### config.mk
export PLATFORM = sky130hd
export DESIGN_NAME = sync_header_frame_parser
export DESIGN_NICKNAME = d
export VERILOG_FILES = /design/src/rtl/shfp_pkg.sv /design/src/rtl/shfp_cfg.sv /design/src/rtl/shfp_step.sv /design/src/rtl/sync_header_frame_parser.sv
export SDC_FILE = /design/constraint.sdc
export NUM_CORES = 1
export LEC_CHECK = 0
export BUFFER_PORTS_ARGS = -buffer_cell sky130_fd_sc_hd__buf_4
export CAP_MARGIN = 10
export CORE_AREA = 2 2 130 132
export DETAILED_ROUTE_END_ITERATION = 8
export DIE_AREA = 0 0 132 134
export PLACE_DENSITY = 0.8
export SLEW_MARGIN = 10
export SYNTH_ARGS = -nofsm -noshare
export SYNTH_HDL_FRONTEND = slang
export SYNTH_HIERARCHICAL = 1
export SYNTH_SLANG_ARGS = --single-unit
export TNS_END_PERCENT = 5
### constraint.sdc
create_clock -name clk -period 4 [get_ports clk]
set_input_delay 0.4 -clock clk [delete_from_list [all_inputs] [get_ports clk]]
set_output_delay 0.4 -clock clk [all_outputs]
set_load 0.005 [all_outputs]
### src/rtl/shfp_pkg.sv
// ----------------------------------------------------------------------------
// shfp_pkg
// types, codes and reset values shared by the sync header frame parser
// ----------------------------------------------------------------------------
`timescale 1ns / 1ps

package shfp_pkg;

	// default payload buffer depth
	localparam int SHFP_BUF_DEPTH = 64;

	// configuration port
	localparam int CFG_IDX_W = 8;
	localparam logic [CFG_IDX_W-1:0] REG_SYNC_FIRST  = 8'd0;
	localparam logic [CFG_IDX_W-1:0] REG_SYNC_SECOND = 8'd1;
	localparam logic [CFG_IDX_W-1:0] REG_CHK_CMD_A   = 8'd2;
	localparam logic [CFG_IDX_W-1:0] REG_CHK_CMD_B   = 8'd3;

	// register reset values
	localparam logic [7:0] RST_SYNC_FIRST  = 8'h55;
	localparam logic [7:0] RST_SYNC_SECOND = 8'hAA;
	localparam logic [7:0] RST_CHK_CMD_A   = 8'h82;
	localparam logic [7:0] RST_CHK_CMD_B   = 8'h83;

	// parser phases
	typedef enum logic [2:0] {
		PH_SYNC1 = 3'd0,
		PH_SYNC2 = 3'd1,
		PH_LEN   = 3'd2,
		PH_ADDR  = 3'd3,
		PH_CMD   = 3'd4,
		PH_DATA  = 3'd5,
		PH_CSUM  = 3'd6,
		PH_DONE  = 3'd7
	} phase_t;

	// result status codes
	typedef enum logic [1:0] {
		ST_BUSY   = 2'd0,
		ST_DONE   = 2'd1,
		ST_RESYNC = 2'd2,
		ST_OVFL   = 2'd3
	} status_t;

	// configuration registers
	typedef struct packed {
		logic [7:0] sync_first;
		logic [7:0] sync_second;
		logic [7:0] checked_cmd_a;
		logic [7:0] checked_cmd_b;
	} cfg_t;

	// parser state
	typedef struct packed {
		phase_t      phase;
		logic        armed;
		logic [7:0]  byte_count;
		logic [7:0]  length;
		logic [7:0]  address;
		logic [7:0]  command;
		logic        crc_flag;
		logic [15:0] checksum;
		logic [7:0]  restart_total;
	} state_t;

	// per-item result besides the held fields
	typedef struct packed {
		status_t    status;
		logic       data_valid;
		logic [5:0] data_index;
		logic [7:0] data_byte;
	} res_t;

endpackage

### src/rtl/shfp_cfg.sv
// ----------------------------------------------------------------------------
// shfp_cfg
// configuration register file: sync bytes and checksum command codes
// ----------------------------------------------------------------------------
`timescale 1ns / 1ps

module shfp_cfg import shfp_pkg::*; (
	input  logic                 clk,
	input  logic                 arst_n,
	input  logic                 wr_en,
	input  logic [CFG_IDX_W-1:0] wr_index,
	input  logic [7:0]           wr_data,
	output cfg_t                 cfg
);

	cfg_t cfg_q;

	// register write decode, unknown index is dropped
	always_ff @(posedge clk or negedge arst_n) begin
		if (!arst_n) begin
			cfg_q.sync_first    <= RST_SYNC_FIRST;
			cfg_q.sync_second   <= RST_SYNC_SECOND;
			cfg_q.checked_cmd_a <= RST_CHK_CMD_A;
			cfg_q.checked_cmd_b <= RST_CHK_CMD_B;
		end else if (wr_en) begin
			case (wr_index)
				REG_SYNC_FIRST:  cfg_q.sync_first    <= wr_data;
				REG_SYNC_SECOND: cfg_q.sync_second   <= wr_data;
				REG_CHK_CMD_A:   cfg_q.checked_cmd_a <= wr_data;
				REG_CHK_CMD_B:   cfg_q.checked_cmd_b <= wr_data;
				default: ;
			endcase
		end
	end

	assign cfg = cfg_q;

endmodule

### src/rtl/shfp_step.sv
// ----------------------------------------------------------------------------
// shfp_step
// next-state and result logic for one received byte or clear command
// ----------------------------------------------------------------------------
`timescale 1ns / 1ps

module shfp_step import shfp_pkg::*; #(
	parameter int BUF_DEPTH = SHFP_BUF_DEPTH
) (
	input  cfg_t       cfg,
	input  state_t     cur,
	input  logic       clr,
	input  logic [7:0] rx_byte,
	output state_t     nxt,
	output res_t       res
);

	// byte_count at which the payload position reaches the buffer depth
	localparam logic [8:0] OVF_LIM = 9'(BUF_DEPTH + 2);

	logic       resync;
	logic       chk_cmd;
	logic       ovfl;
	logic [7:0] pos;
	logic [7:0] cnt_inc;

	always_comb begin
		resync  = cur.armed && (rx_byte == cfg.sync_second);
		chk_cmd = (rx_byte == cfg.checked_cmd_a) || (rx_byte == cfg.checked_cmd_b);
		pos     = cur.byte_count - 8'd2;
		cnt_inc = cur.byte_count + 8'd1;
		ovfl    = (cur.byte_count < 8'd2) || ({1'b0, cur.byte_count} >= OVF_LIM);
	end

	always_comb begin
		nxt = cur;
		res = '{status: ST_BUSY, data_valid: 1'b0, data_index: 6'd0, data_byte: 8'd0};
		if (clr) begin
			// clear: back to hunting, resync total kept
			nxt.phase      = PH_SYNC1;
			nxt.armed      = 1'b0;
			nxt.byte_count = 8'd0;
			nxt.length     = 8'd0;
			nxt.address    = 8'd0;
			nxt.command    = 8'd0;
			nxt.crc_flag   = 1'b0;
			nxt.checksum   = 16'd0;
		end else begin
			case (cur.phase)
				PH_SYNC1: begin
					if (rx_byte == cfg.sync_first)
						nxt.phase = PH_SYNC2;
				end
				PH_SYNC2: begin
					if (rx_byte == cfg.sync_second) begin
						nxt.phase    = PH_LEN;
						nxt.length   = 8'd0;
						nxt.address  = 8'd0;
						nxt.command  = 8'd0;
						nxt.crc_flag = 1'b0;
						nxt.checksum = 16'd0;
					end else begin
						nxt.phase = PH_SYNC1;
					end
				end
				PH_DONE: ;
				default: begin
					// header watch runs ahead of the phase work
					nxt.armed = !cur.armed && (rx_byte == cfg.sync_first);
					if (resync) begin
						nxt.phase         = PH_LEN;
						nxt.length        = 8'd0;
						nxt.address       = 8'd0;
						nxt.command       = 8'd0;
						nxt.crc_flag      = 1'b0;
						nxt.checksum      = 16'd0;
						nxt.restart_total = cur.restart_total + 8'd1;
						res.status        = ST_RESYNC;
					end else begin
						case (cur.phase)
							PH_LEN: begin
								nxt.length = rx_byte;
								nxt.phase  = PH_ADDR;
							end
							PH_ADDR: begin
								nxt.address = rx_byte;
								nxt.phase   = PH_CMD;
							end
							PH_CMD: begin
								if (chk_cmd)
									nxt.crc_flag = 1'b1;
								nxt.command    = rx_byte;
								nxt.byte_count = 8'd2;
								nxt.phase      = PH_DATA;
							end
							PH_DATA: begin
								if (ovfl) begin
									res.status     = ST_OVFL;
									nxt.phase      = PH_SYNC1;
									nxt.armed      = 1'b0;
									nxt.byte_count = 8'd0;
								end else begin
									res.data_valid = 1'b1;
									res.data_index = pos[5:0];
									res.data_byte  = rx_byte;
									nxt.byte_count = cnt_inc;
									if (!cur.crc_flag && cnt_inc == cur.length) begin
										nxt.byte_count = 8'd0;
										nxt.phase      = PH_DONE;
										res.status     = ST_DONE;
									end else if (cur.crc_flag && cur.length >= 8'd2 &&
										cnt_inc == cur.length - 8'd2) begin
										nxt.byte_count = 8'd0;
										nxt.phase      = PH_CSUM;
									end
								end
							end
							PH_CSUM: begin
								// checksum arrives low byte first
								if (cur.byte_count == 8'd0)
									nxt.checksum = cur.checksum | {8'd0, rx_byte};
								else
									nxt.checksum = cur.checksum | {rx_byte, 8'd0};
								nxt.byte_count = cnt_inc;
								if (cnt_inc >= 8'd2) begin
									nxt.byte_count = 8'd0;
									nxt.phase      = PH_DONE;
									res.status     = ST_DONE;
								end
							end
							default: ;
						endcase
					end
				end
			endcase
		end
	end

endmodule

### src/rtl/sync_header_frame_parser.sv
// ----------------------------------------------------------------------------
// sync_header_frame_parser
// parses received bytes into sync-header frames and streams payload bytes
// ----------------------------------------------------------------------------
// path: an accepted item passes the input register, then the result register,
//   before its result shows; one item per cycle sustained when out_stall is low
// the single parser state register closes its update loop through the step logic
// reset: asynchronous, clears the pipeline valids, parser state and registers
`timescale 1ns / 1ps

module sync_header_frame_parser import shfp_pkg::*; #(
	parameter int BUF_DEPTH = SHFP_BUF_DEPTH
) (
	input  logic                 clk,
	input  logic                 arst_n,
	// item input
	input  logic                 in_valid,
	output logic                 in_stall,
	input  logic                 command,
	input  logic [7:0]           rx_byte,
	// result output
	output logic                 out_valid,
	input  logic                 out_stall,
	output logic [1:0]           status,
	output logic                 data_valid,
	output logic [5:0]           data_index,
	output logic [7:0]           data_byte,
	output logic [7:0]           frame_length,
	output logic [7:0]           frame_address,
	output logic [7:0]           frame_command,
	output logic                 checksum_enabled,
	output logic [15:0]          frame_checksum,
	output logic [7:0]           resync_count,
	// configuration write
	input  logic                 cfg_valid,
	output logic                 cfg_ready,
	input  logic [CFG_IDX_W-1:0] cfg_index,
	input  logic [7:0]           cfg_data
);

	cfg_t       cfg;
	state_t     state_q;
	state_t     state_nxt;
	res_t       res;
	res_t       res_q;
	state_t     held_q;
	logic       valid_s1;
	logic       command_s1;
	logic [7:0] rx_byte_s1;
	logic       out_valid_q;
	logic       advance;

	// configuration registers
	assign cfg_ready = 1'b1;

	shfp_cfg u_cfg (
		.clk      (clk),
		.arst_n   (arst_n),
		.wr_en    (cfg_valid && cfg_ready),
		.wr_index (cfg_index),
		.wr_data  (cfg_data),
		.cfg      (cfg)
	);

	// handshake between input register and result register
	assign advance  = valid_s1 && (!out_valid_q || !out_stall);
	assign in_stall = valid_s1 && !advance;

	// input register
	always_ff @(posedge clk or negedge arst_n) begin
		if (!arst_n) begin
			valid_s1 <= 1'b0;
		end else if (in_valid && !in_stall) begin
			valid_s1 <= 1'b1;
		end else if (advance) begin
			valid_s1 <= 1'b0;
		end
	end

	always_ff @(posedge clk) begin
		if (in_valid && !in_stall) begin
			command_s1 <= command;
			rx_byte_s1 <= rx_byte;
		end
	end

	// per-item parser logic
	shfp_step #(
		.BUF_DEPTH (BUF_DEPTH)
	) u_step (
		.cfg     (cfg),
		.cur     (state_q),
		.clr     (command_s1),
		.rx_byte (rx_byte_s1),
		.nxt     (state_nxt),
		.res     (res)
	);

	// parser state
	always_ff @(posedge clk or negedge arst_n) begin
		if (!arst_n) begin
			state_q <= '{phase: PH_SYNC1, default: '0};
		end else if (advance) begin
			state_q <= state_nxt;
		end
	end

	// result register
	always_ff @(posedge clk or negedge arst_n) begin
		if (!arst_n) begin
			out_valid_q <= 1'b0;
		end else if (advance) begin
			out_valid_q <= 1'b1;
		end else if (!out_stall) begin
			out_valid_q <= 1'b0;
		end
	end

	always_ff @(posedge clk) begin
		if (advance) begin
			res_q  <= res;
			held_q <= state_nxt;
		end
	end

	assign out_valid        = out_valid_q;
	assign status           = res_q.status;
	assign data_valid       = res_q.data_valid;
	assign data_index       = res_q.data_index;
	assign data_byte        = res_q.data_byte;
	assign frame_length     = held_q.length;
	assign frame_address    = held_q.address;
	assign frame_command    = held_q.command;
	assign checksum_enabled = held_q.crc_flag;
	assign frame_checksum   = held_q.checksum;
	assign resync_count     = held_q.restart_total;

endmodule

### Yosys cells after proc, flatten, opt, wreduce, memory -nomap -nowiden

Cells that the tools add are included.

* $add $sub $neg: 4
* magnitude comparators: 4
* equal/unequal tests: 23
* muxes and demuxes: 41
* bitwise logic cells: 3
* reduce and logical (&&, ||, !) cells: 36

Operator list (count)
* $mux 41: 2
* $pmux 41 s2: 1
* $mux 8: 9
* $mux 53: 1
* $eq 8x8->1: 6
* $mux 16: 2
* $mux 9: 3
* $pmux 8 s3: 1
* $mux 3: 6
* $add 8x1->8 const B: 2
* $eq 8x2->1 const B: 2
* $ge 8x2->1 const B: 2
* $logic_not 8->1: 2
* $or 16x16->16: 1
* $or 16x8->16: 1
* $mux 15: 1
* $pmux 3 s5: 1
* $eq 3x3->1 const B: 4
* $reduce_and 2->1: 5
* $mux 1: 9
* $pmux 3 s3: 1
* $reduce_bool 9->1: 1
* $eq 8x1->1 const B: 1
* $ge 8x7->1 const B: 1
* 27 further kinds: 46

* bits in registers: 170
* input bits: 30
* output and inout bits: 69
* word-level logic and storage cells: 139

### Logic depth before layout (Yosys ltp)

Gate-level depths: netlist of the first run.

* depth after elaboration: 10
* gate-level depth with buffers: 11
* depth with buffers taken out: 10

### Hierarchy

The synthesis of the first run kept the hierarchy.

Modules (own cells, without submodules)
* sync_header_frame_parser: instances 1, cells an instance 213, area each 4634.4 µm², seq. area each 3828.7 µm²
* shfp_step: instances 1, cells an instance 473, area each 2909.0 µm², seq. area each 0.0 µm²
* shfp_cfg: instances 1, cells an instance 72, area each 1271.2 µm², seq. area each 817.0 µm²

### Least setup slack after synthesis of the first run

No wires, ideal clock.

* path kind: reg-to-reg
* from: register state_q[50] (netlist name)
* to: register state_q[50] (netlist name)
* library setup time: 0.125 ns
* arrival time: 2.515 ns
* required time: 3.875 ns
* slack: 1.360 ns
* cell stages (with the launch flop): 10
* path buffers: 0
* period minus slack after synthesis: 2.640 ns
* cell sequence: dfrtp_1 > ha_1 > and4_4 > xnor3_1 > a2111oi_4 > o2111ai_2 > a21boi_4 > a311oi_1 > a211oi_1 > mux2_2

RTL lines
* start: declaration: RTL line sync_header_frame_parser.sv:42 `state_t state_q;`
* start signal: assignment: RTL line sync_header_frame_parser.sv:104 `state_q <= state_nxt;`

==> impl_metrics.yaml, run 1 <==
critical_path:
  crit_arrival_ns: 3.36
  reg2reg_to: "state_q[50]$_DFFE_PN0P_"
  cpLargestDelayFamily: "compound AO/OA/AOI/OAI gates"
  worstSetupPathType: "flop to flop"
  r2r_slack_ns: 0.95
  crit_path_cell_trace: "ha_1, and4_4, xnor3_1, a2111oi_4, o2111ai_2, a21boi_4, a311oi_1, a211oi_1, mux2_2"
  path_depth: 9
  slowest_stage: "dfrtp_1"
  cp_max_fo: 10
  slowest_delay_ns: 0.55
  rr_worst_depth: 9
  crit_end: "state_q[50]$_DFFE_PN0P_"
  startpoint: "state_q[51]$_DFFE_PN0P_"
  cp.required_ns: 4.31
  endpoint_kind: "flop"
  r2r_start: "state_q[51]$_DFFE_PN0P_"
  path_buf_inv: 0
  critPathLaunchType: "flop"
pwr:
  ir_worst_vdd_mv: 0.3496
  finalPower_mw: 3.891
  power_density_mw_per_mm2: 379.4
  pwr-share-seq: 0.504
  pwr-share-clk: 0.414
  power.switching_mw: 0.9717
  comb_power_share: 0.082
  p_leak_nw: 4.380
  internal-power_mw: 2.919
  switching_share: 0.2497
global_route:
  grt_max_degree: 127
  antenna_found_initial: 0
  grt_pass1_wl_um: 32410
  grtUsageTotal: 0.2330
  grt_pass1_vias: 6170
  grt-ovfl-total: 0
cts:
  cts_hold_buf: 1
  clk_latency_ns: 0.43
  cts_resized: 0
  clk_pin_slew_ns: 0.07
  clk_path_buf_depth: 2
  cts_setup_buffers: 0
  numCtsBuffers: 17
  tritoncts: "built"
  htreeDepth: 4
  cts.sinks: 170
  cts_root_buffer: "clkbuf_16"
route:
  wl_met1_um: 8720
  routed.top_layer: "met4"
  antenna_left: 0
  vias: 6284
  wl_um: 20300
  wl_per_cell_um: 18.93
  drt_iter0_drc: 694
  first_pass_iters: 5
  wl_met2_um: 9910
  vias_per_cell: 5.862
  drc: 0
  met3_length_um: 1336
synth:
  ys_async_sr_fraction: 0.5588
  synth_cell_type_count: 65
  netlist_instances: 758
  synth-edff-count: 75
  netlist_area_mm2: 0.008815
  yosysWarnings: 6
  avgSynthCellArea_um2: 11.63
  ys.flop_type: "dfrtp_1"
  ys_seq_elements: 170
  synth_seq_area_share: 0.5270
  synth_nets: 796
placed_design:
  pre_cts_slack_ns: 1.013
  gp_congestion: 0.9302
  dp.final_hpwl_um: 13170
  placedCellCount: 1039
  port_buffers: 97
timing:
  min_period_over_period: 0.7613
  tns_ns: 0
  rsz0062_at_grt: "false"
  relSlewSlack: 0.3386
  clock_skew_ns: 0.009878
  timing.final.ws_setup_ns: 0.9548
  max_clock_freq_mhz: 328.4
  worstMarginPinSlew_ns: 0.9846
  finalCriticalPeriod_ns: 3.045
  drv_slew: 0
  finalHoldViolCount: 0
  setup_viol: 0
layout:
  drive_gt1_frac: 0.3228
  n_antenna_cell: 0
  syn2layout_area_growth_pct: 16.35
  layout_common_cells: "buf_4 (108), a21oi_1 (101), mux2_2 (91)"
  fin_cells: 1072
  final_common_cell: "buf_4"
  layout.nets: 877
  fill_cells: 1299
worst_hold_path:
  hold_class: "input pin to flop"
die:
  initial_core_util: 0.5411
  core.rowCount: 47
  die-area_mm2: 0.01769
  ios: 99
  core-area_mm2: 0.01629
  die_h_um: 134
  die-width_um: 132
run_status:
  status: "complete, no violations"
flow_run:
  maxCapViolCount: 0
==> cells by family (layout without fill, tap and decap cells) <==
kind of cell,count (synthesis),count (layout),synth area share
xor+xnor,61,61,0.07012
simple gates,191,191,0.1199
mux,95,95,0.1214
compound gates,169,169,0.1148
flops,170,170,0.5270
other cells,1,1,0.0004254
buf+inv,63,157,0.03492
fa+ha+maj,8,8,0.01136
==> sequential cells by signal, indices dropped and copies added, names as in the netlist <==
name	count
data_index	6
frame_length	8
valid_s1	1
frame_checksum	16
checksum_enabled	1
state_q	61
u_cfg/cfg	32
frame_command	8
rx_byte_s1	8
data_valid	1
command_s1	1
frame_address	8
status	2
resync_count	8
out_valid	1
data_byte	8
==> power by group through the flow <==
stage / combinational [mW] / sequential (mW) / clock, mW
floorplan: 0.177 / 1.97 / 0
global placement: 0.309 / 2.00 / 0
detailed placement: 0.317 / 2.00 / 0
CTS: 0.320 / 1.96 / 1.64
global route: 0.344 / 1.97 / 1.71
finish: 0.318 / 1.96 / 1.61
==> metrics by stage <==
step,hold WS (ns),util,area [um2]
6_report,0.1467,0.6296,10260
5_1_grt,0.1292,0.6296,10260
4_1_cts,0.1277,0.6296,10260
3_5_place_dp,0.3568,0.5936,9669
3_3_place_gp,0.3542,0.5936,9669
2_1_floorplan,0.1044,-,8815
==> routing by layer <==
metal  vias up  GRT usage
li1       2921          -
met1      3051     0.3186
met2       287     0.3802
met3        25    0.04422
met4         0    0.07307
met5         -          0
==> cells in the mapped netlist, types with 9 or more instances <==
cell | count | share of area
clkbuf_1 | 24 | 0.010
mux2_2 | 91 | 0.12
dfrtp_1 | 82 | 0.23
o22ai_1 | 17 | 0.012
and3_1 | 13 | 0.0092
and2_1 | 23 | 0.016
inv_1 | 15 | 0.0064
dfstp_2 | 13 | 0.039
xor2_1 | 15 | 0.015
o21ai_0 | 17 | 0.0097
nand4_1 | 13 | 0.0092
nand3_1 | 14 | 0.0079
nor2_1 | 44 | 0.019
buf_2 | 9 | 0.0051
a21oi_1 | 101 | 0.057
nand2_1 | 34 | 0.014
or2_2 | 9 | 0.0064
nor3_1 | 10 | 0.0057
xnor2_1 | 39 | 0.039
edfxtp_1 | 75 | 0.26
==> cell type report <==
type / count / area [um2] / area share
Timing Repair Buffer: 110 / 840.8 / 0.08198
Sequential cell: 170 / 4646 / 0.4530
Inverter: 15 / 56.30 / 0.005490
Tap cell: 220 / 275.3 / 0.02684
Clock inverter: 14 / 126.4 / 0.01232
Multi-Input combinational cell: 525 / 3861 / 0.3765
Clock buffer: 18 / 450.4 / 0.04392
==> worst min path at each step <==
stage                          start                      end  slack (ns)  cells past startpoint
final                     rx_byte[6]  rx_byte_s1[6]$_DFFE_PP_        0.15                      1
after global routing      rx_byte[0]  rx_byte_s1[0]$_DFFE_PP_        0.13                      1
after CTS                 rx_byte[6]  rx_byte_s1[6]$_DFFE_PP_        0.13                      1
after detailed placement      arst_n  state_q[39]$_DFFE_PN0P_        0.36                      1
after global placement        arst_n  state_q[39]$_DFFE_PN0P_        0.35                      1
after floorplan               arst_n    out_valid$_DFFE_PN0P_        0.10                      0
No activity file was read; power rests on OpenSTA's default activity.
==> run 2, diff against run 1 <==
--- a/config.mk
+++ b/config.mk
@@ -7,10 +7,10 @@
 export LEC_CHECK = 0
 export BUFFER_PORTS_ARGS = -buffer_cell sky130_fd_sc_hd__buf_4
 export CAP_MARGIN = 10
-export CORE_AREA = 2 2 130 132
+export CORE_AREA = 2 2 132 134
 export DETAILED_ROUTE_END_ITERATION = 8
-export DIE_AREA = 0 0 132 134
-export PLACE_DENSITY = 0.8
+export DIE_AREA = 0 0 134 136
+export PLACE_DENSITY = 0.81
 export SLEW_MARGIN = 10
 export SYNTH_ARGS = -nofsm -noshare
 export SYNTH_HDL_FRONTEND = slang
==> constraint.sdc (replaced) <==
create_clock -name clk -period 2.45 [get_ports clk]
set_input_delay 0.245 -clock clk [delete_from_list [all_inputs] [get_ports clk]]
set_output_delay 0.245 -clock clk [all_outputs]
set_load 0.005 [all_outputs]
==> impl_metrics.yaml, run 2 (synthesis results as in run 1) <==
run_status:
  status: "complete, but fails checks"
  violations: "negative setup slack"
timing:
  rsz0062_at_grt: "true"
  worstMarginPinSlew_ns: 0.5309
  finalHoldViolCount: 0
  max_clock_freq_mhz: 388.1
  min_period_over_period: 1.052
  relSlewSlack: 0.6442
  drv_slew: 0
  setup_viol: 8
  timing.final.ws_setup_ns: -0.1269
  hold_slack_ns: 0.07564
  finalCriticalPeriod_ns: 2.577
  clock_skew_ns: 0.01063
layout:
  drive_gt1_frac: 0.4084
  syn2layout_area_growth_pct: 26.23
  layout_common_cells: "buf_4 (165), a21oi_1 (94), mux2_2 (85)"
  final_common_cell: "buf_4"
  regMostFlops: "state_q"
  layout.nets: 953
  n_antenna_cell: 0
  largest_reg_flops: 61
cts:
  htreeDepth: 4
  numCtsBuffers: 17
  tritoncts: "built"
  cts_root_buffer: "clkbuf_16"
  clk_latency_ns: 0.43
  clk_path_buf_depth: 2
  cts_setup_buffers: 0
  clk_pin_slew_ns: 0.07
  cts.sinks: 170
pwr:
  power_density_mw_per_mm2: 575.1
  ir_worst_vdd_mv: 0.6343
  p_leak_nw: 4.808
placed_design:
  gp_congestion: 0.9297
  pre_cts_slack_ns: -0.1214
  dp.final_hpwl_um: 14190
  port_buffers: 97
critical_path:
  endpoint_kind: "flop"
  critPathLaunchType: "flop"
  cp_max_fo: 5
  crit_arrival_ns: 2.89
  cp.required_ns: 2.77
  worstSetupPathType: "flop to flop"
  r2r_slack_ns: -0.13
global_route:
  grtUsageTotal: 0.2421
  grt_pass1_wl_um: 34100
  antenna_found_initial: 0
  grt_pass1_vias: 6527
  grt_max_degree: 72
  grt-ovfl-total: 0
route:
  first_pass_iters: 6
  wl_um: 21610
  drc: 0
  vias: 6608
  antenna_left: 0
  vias_per_cell: 5.731
  wl_per_cell_um: 18.74
  drt_iter0_drc: 520
worst_hold_path:
  hold_class: "input pin to flop"
die:
  die-area_mm2: 0.01822
  die-width_um: 134
  ios: 99
  initial_core_util: 0.5223
  die_h_um: 136
  core.rowCount: 48
  core-area_mm2: 0.01688
flow_run:
  maxCapViolCount: 0
==> run 2: cell count changes in the layout (fill, tap and decap cells not counted), sizes merged <==
cell | previous run | this run
clkinvlp | 2 | 1
inv | 23 | 24
dlygate4sd3 | 1 | 11
clkbuf | 18 | 17
clkinv | 4 | 5
buf | 109 | 175
==> run 2: what timing repair did <==
item                                    in CTS  in global routing
hold endpoints to repair                    57                  0
hold buffers                                11                  0
gates resized for setup                     10                 44
pin swaps                                    1                 10
endpoints found under the setup margin      26                 77
==> run 2: per-layer routing <==
layer / up-vias / share of wire / wire length [um] / track usage
met5: - / 0 / 0 / 0
met4: 0 / 0.012 / 260 / 0.07270
met3: 28 / 0.055 / 1189 / 0.05071
met2: 237 / 0.50 / 10720 / 0.4006
met1: 3274 / 0.44 / 9438 / 0.3233
li1: 3069 / - / - / -
==> run 2: worst max-delay path: stages, from the launching register on <==
cell and delay [ns]:
dfrtp_1 0.40, inv_2 0.08, ha_4 0.13, nor3b_4 0.16, xnor3_2 0.47, a2111oi_4 0.23
o2111ai_2 0.19, a21boi_4 0.21, a311oi_2 0.24, a211oi_2 0.08, mux2_2 0.28
==> run 2: area by class of cell <==
cell class / count / area [um2]
fillers: 1220 / 5749
flip-flops and latches: 170 / 4648
multi-input cells: 525 / 4055
repair buffers: 186 / 1509
clock buffers: 17 / 425.4
well taps: 225 / 281.5
clock inverters: 15 / 151.4
inverters: 15 / 56.30
==> run 2: per-stage QoR <==
step            TNS, ns  area, um2  cells  utilization  power (mW)
2_1_floorplan  -0.02282       8842    758            -       3.515
3_3_place_gp          0      10230   1110       0.6062       3.799
3_5_place_dp    -0.7921      10230   1110       0.6062       3.810
4_1_cts         -0.9253      10960   1153       0.6497       6.424
5_1_grt          -2.022      11130   1153       0.6593       6.596
6_report        -0.5200      11130   1153       0.6593       6.399
==> run 2: power breakdown <==
group          switching [mW]  internal (mW)
registers              0.0604           3.11
logic                   0.312          0.296
clock network            1.26           1.36
==> run 2: worst paths after layout <==
check                                        start                       end  cells after the start
setup / recovery           state_q[43]$_DFFE_PN0P_   state_q[50]$_DFFE_PN0P_                     10
hold / removal                         cfg_data[0]  u_cfg/cfg[8]$_DFFE_PN0P_                      2
setup reg to reg           state_q[43]$_DFFE_PN0P_   state_q[50]$_DFFE_PN0P_                     10
hold reg to reg            state_q[10]$_DFFE_PN0P_   state_q[10]$_DFFE_PN0P_                      1
max in group asynchronous                   arst_n   state_q[60]$_DFFE_PN0P_                      3
min in group asynchronous                   arst_n   state_q[54]$_DFFE_PN0P_                      2
==> run 3, diff against run 2 <==
--- a/config.mk
+++ b/config.mk
@@ -5,12 +5,14 @@
 export SDC_FILE = /design/constraint.sdc
 export NUM_CORES = 1
 export LEC_CHECK = 0
+export ABC_AREA = 1
 export BUFFER_PORTS_ARGS = -buffer_cell sky130_fd_sc_hd__buf_4
 export CAP_MARGIN = 10
-export CORE_AREA = 2 2 132 134
+export CORE_AREA = 2 2 134 136
 export DETAILED_ROUTE_END_ITERATION = 8
-export DIE_AREA = 0 0 134 136
-export PLACE_DENSITY = 0.81
+export DIE_AREA = 0 0 136 138
+export PLACE_DENSITY = 0.82
+export REMOVE_ABC_BUFFERS = 1
 export SLEW_MARGIN = 10
 export SYNTH_ARGS = -nofsm -noshare
 export SYNTH_HDL_FRONTEND = slang
==> impl_metrics.yaml, run 3 <==
timing:
  max_clock_freq_mhz: 438.0
  finalHoldViolCount: 0
  hold_slack_ns: 0.01210
  drv_slew: 0
  worstMarginPinSlew_ns: 0.8000
  finalCriticalPeriod_ns: 2.283
  tns_ns: 0
  clock_skew_ns: 0.01279
  min_period_over_period: 0.9319
  relSlewSlack: 0.4667
  rsz0062_at_grt: "false"
  setup_viol: 0
route:
  vias: 8033
  wl_per_cell_um: 16.91
  drt_iter0_drc: 831
  drc: 0
  first_pass_iters: 6
  vias_per_cell: 5.586
  antenna_left: 0
  wl_um: 24310
synth:
  synth_area_leader_cell: "edfxtp_1"
  synthMuxAreaShare: 0.001082
  avgSynthCellArea_um2: 8.519
  netlist_instances: 1086
  yosys-top-cells-area: "edfxtp_1 (24%), dfrtp_1 (22%), nand2_1 (13%), nand3_1 (7.1%), dfstp_2 (3.7%)"
  synth_xor_area_frac: 0.02935
  synth-edff-count: 75
  ys_async_sr_fraction: 0.5588
  yosysTopAreaCellShare: 0.2434
  synth_seq_area_share: 0.5022
  synth-simple-area-share: 0.3044
  ys_seq_elements: 170
  yosysMostFrequentCell: "nand2_1"
  netlist_area_mm2: 0.009251
  synthAdderAreaFrac: 0.01082
  synth_top_family_by_area: "simple AND/OR/NAND/NOR gates"
  yosys-top-cells-count: "nand2_1 (328), nand3_1 (131), inv_1 (91)"
  synth_compound_area_frac: 0.07019
  ys.flop_type: "dfrtp_1"
  yosysWarnings: 6
  synth_cell_type_count: 48
global_route:
  grt_max_degree: 62
  grtUsageTotal: 0.2647
  grt_pass1_wl_um: 38930
  antenna_found_initial: 0
  grt-ovfl-total: 0
  grt_pass1_vias: 7590
critical_path:
  critPathLaunchType: "flop"
  slowest_delay_ns: 0.50
  crit_arrival_ns: 2.65
  worstSetupPathType: "flop to flop"
  endpoint_kind: "flop"
  cp_max_fo: 12
  slowest_stage: "edfxtp_1"
  crit_path_cell_trace: "inv_1, nand2_1, nand4_1, nor2_1, and2_4, nand3_4, buf_4, a31oi_1, or2_1, inv_1, nand3_1, nand2_1"
  cp.required_ns: 2.82
layout:
  final-seq-area_mm2: 0.004653
  drive_gt1_frac: 0.1977
  largest_reg_flops: 61
  fill_cells: 1512
  layout_common_cells: "nand2_1 (328), buf_4 (131), nand3_1 (130)"
  final_core_util: 0.6210
  layout.nets: 1234
  syn2layout_area_growth_pct: 17.70
  final_common_cell: "nand2_1"
  regMostFlops: "state_q"
  n_antenna_cell: 0
  multi_input_area_mm2: 0.003869
die:
  ios: 99
  core.rowCount: 49
  die_h_um: 138
  core-area_mm2: 0.01753
  die-width_um: 136
  die-area_mm2: 0.01877
  initial_core_util: 0.5276
cts:
  clk_pin_slew_ns: 0.07
  clk_latency_ns: 0.44
  htreeDepth: 4
  numCtsBuffers: 17
  cts_root_buffer: "clkbuf_16"
  tritoncts: "built"
  cts.sinks: 170
  clk_path_buf_depth: 2
run_status:
  status: "complete, no violations"
placed_design:
  gp_congestion: 0.9579
  port_buffers: 97
  dp.final_hpwl_um: 16290
pwr:
  ir_worst_vdd_mv: 0.5276
  power_density_mw_per_mm2: 582.3
  p_leak_nw: 5.342
flow_run:
  maxCapViolCount: 0
worst_hold_path:
  hold_class: "input pin to flop"
run 3: cell count changes after synthesis, moves of 13 or more:
cell,before,now
clkbuf_1,24,8
mux2_2,91,0
o22ai_1,17,0
and2_1,23,0
and3_1,13,0
nand3_1,14,131
inv_1,15,91
nor2_1,44,84
a22o_1,1,16
nand3_2,2,17
nand2_1,34,328
xnor2_1,39,22
a21oi_1,101,36
run 3: cell type report:
class / count / share of cell area
sequential: 170 / 0.4273
multi-input combinational: 761 / 0.3553
timing repair buffer: 143 / 0.1032
clock buffer: 22 / 0.04263
inverter: 103 / 0.03550
tap: 229 / 0.02631
clock inverter: 10 / 0.009767
run 3: what timing repair did:
item | in CTS | in global routing
endpoints found under the setup margin | 0 | 10
hold buffers | 10 | 0
endpoints found under the hold margin | 38 | 0
gates resized for setup | 0 | 7
setup buffers | 0 | 1
run 3: per-layer routing:
layer  global-route usage  part of all wire
met5                    0                 0
met4               0.1047             0.026
met3              0.03997             0.071
met2               0.4327              0.49
met1               0.3545              0.41
run 3: kinds of logic (layout without fill, tap and decap cells):
group / Yosys count / after routing
fa+ha+maj: 8 / 8
compound gates: 102 / 102
buf+inv: 155 / 278
flops: 170 / 170
other cells: 1 / 1
simple gates: 618 / 618
mux: 1 / 1
xor+xnor: 31 / 31
run 3: power breakdown:
group	leakage [nW]	internal (mW)	switching (mW)
Combinational	3.06	0.206	0.331
Sequential	2.01	3.10	0.0620
Clock	0.278	1.47	1.17
run 3: final timing paths:
path                                                 from                   endpoint  slack (ns)  depth (start not counted)
worst max-delay path              rx_byte_s1[6]$_DFFE_PP_    state_q[36]$_DFFE_PN0P_        0.17                         12
worst min-delay path                             in_valid       valid_s1$_DFFE_PN0P_        0.01                          3
worst max register to register    rx_byte_s1[6]$_DFFE_PP_    state_q[36]$_DFFE_PN0P_        0.17                         12
worst min register to register  u_cfg/cfg[19]$_DFFE_PN1P_  u_cfg/cfg[19]$_DFFE_PN1P_        0.47                          2
max in group asynchronous                          arst_n  u_cfg/cfg[23]$_DFFE_PN1P_        1.25                          3
min in group asynchronous                          arst_n     state_q[8]$_DFFE_PN0P_        0.33                          2
run 3: critical path: cells and delay by family (launching register included):
kind / cells / cell delay [ns]
buf+inv: 3 / 0.57
simple gates: 8 / 1.05
flops: 1 / 0.50
compound gates: 1 / 0.10
run 3: through the flow:
stage	power [mW]	instances	instance area, um2	setup slack [ns]
2_1_floorplan	3.425	1034	8884	-1.382
3_3_place_gp	3.732	1395	10190	0.1089
3_5_place_dp	3.745	1395	10190	0.05589
4_1_cts	6.356	1437	10860	0.02653
5_1_grt	6.538	1438	10890	0.02928
6_report	6.341	1438	10890	0.1670
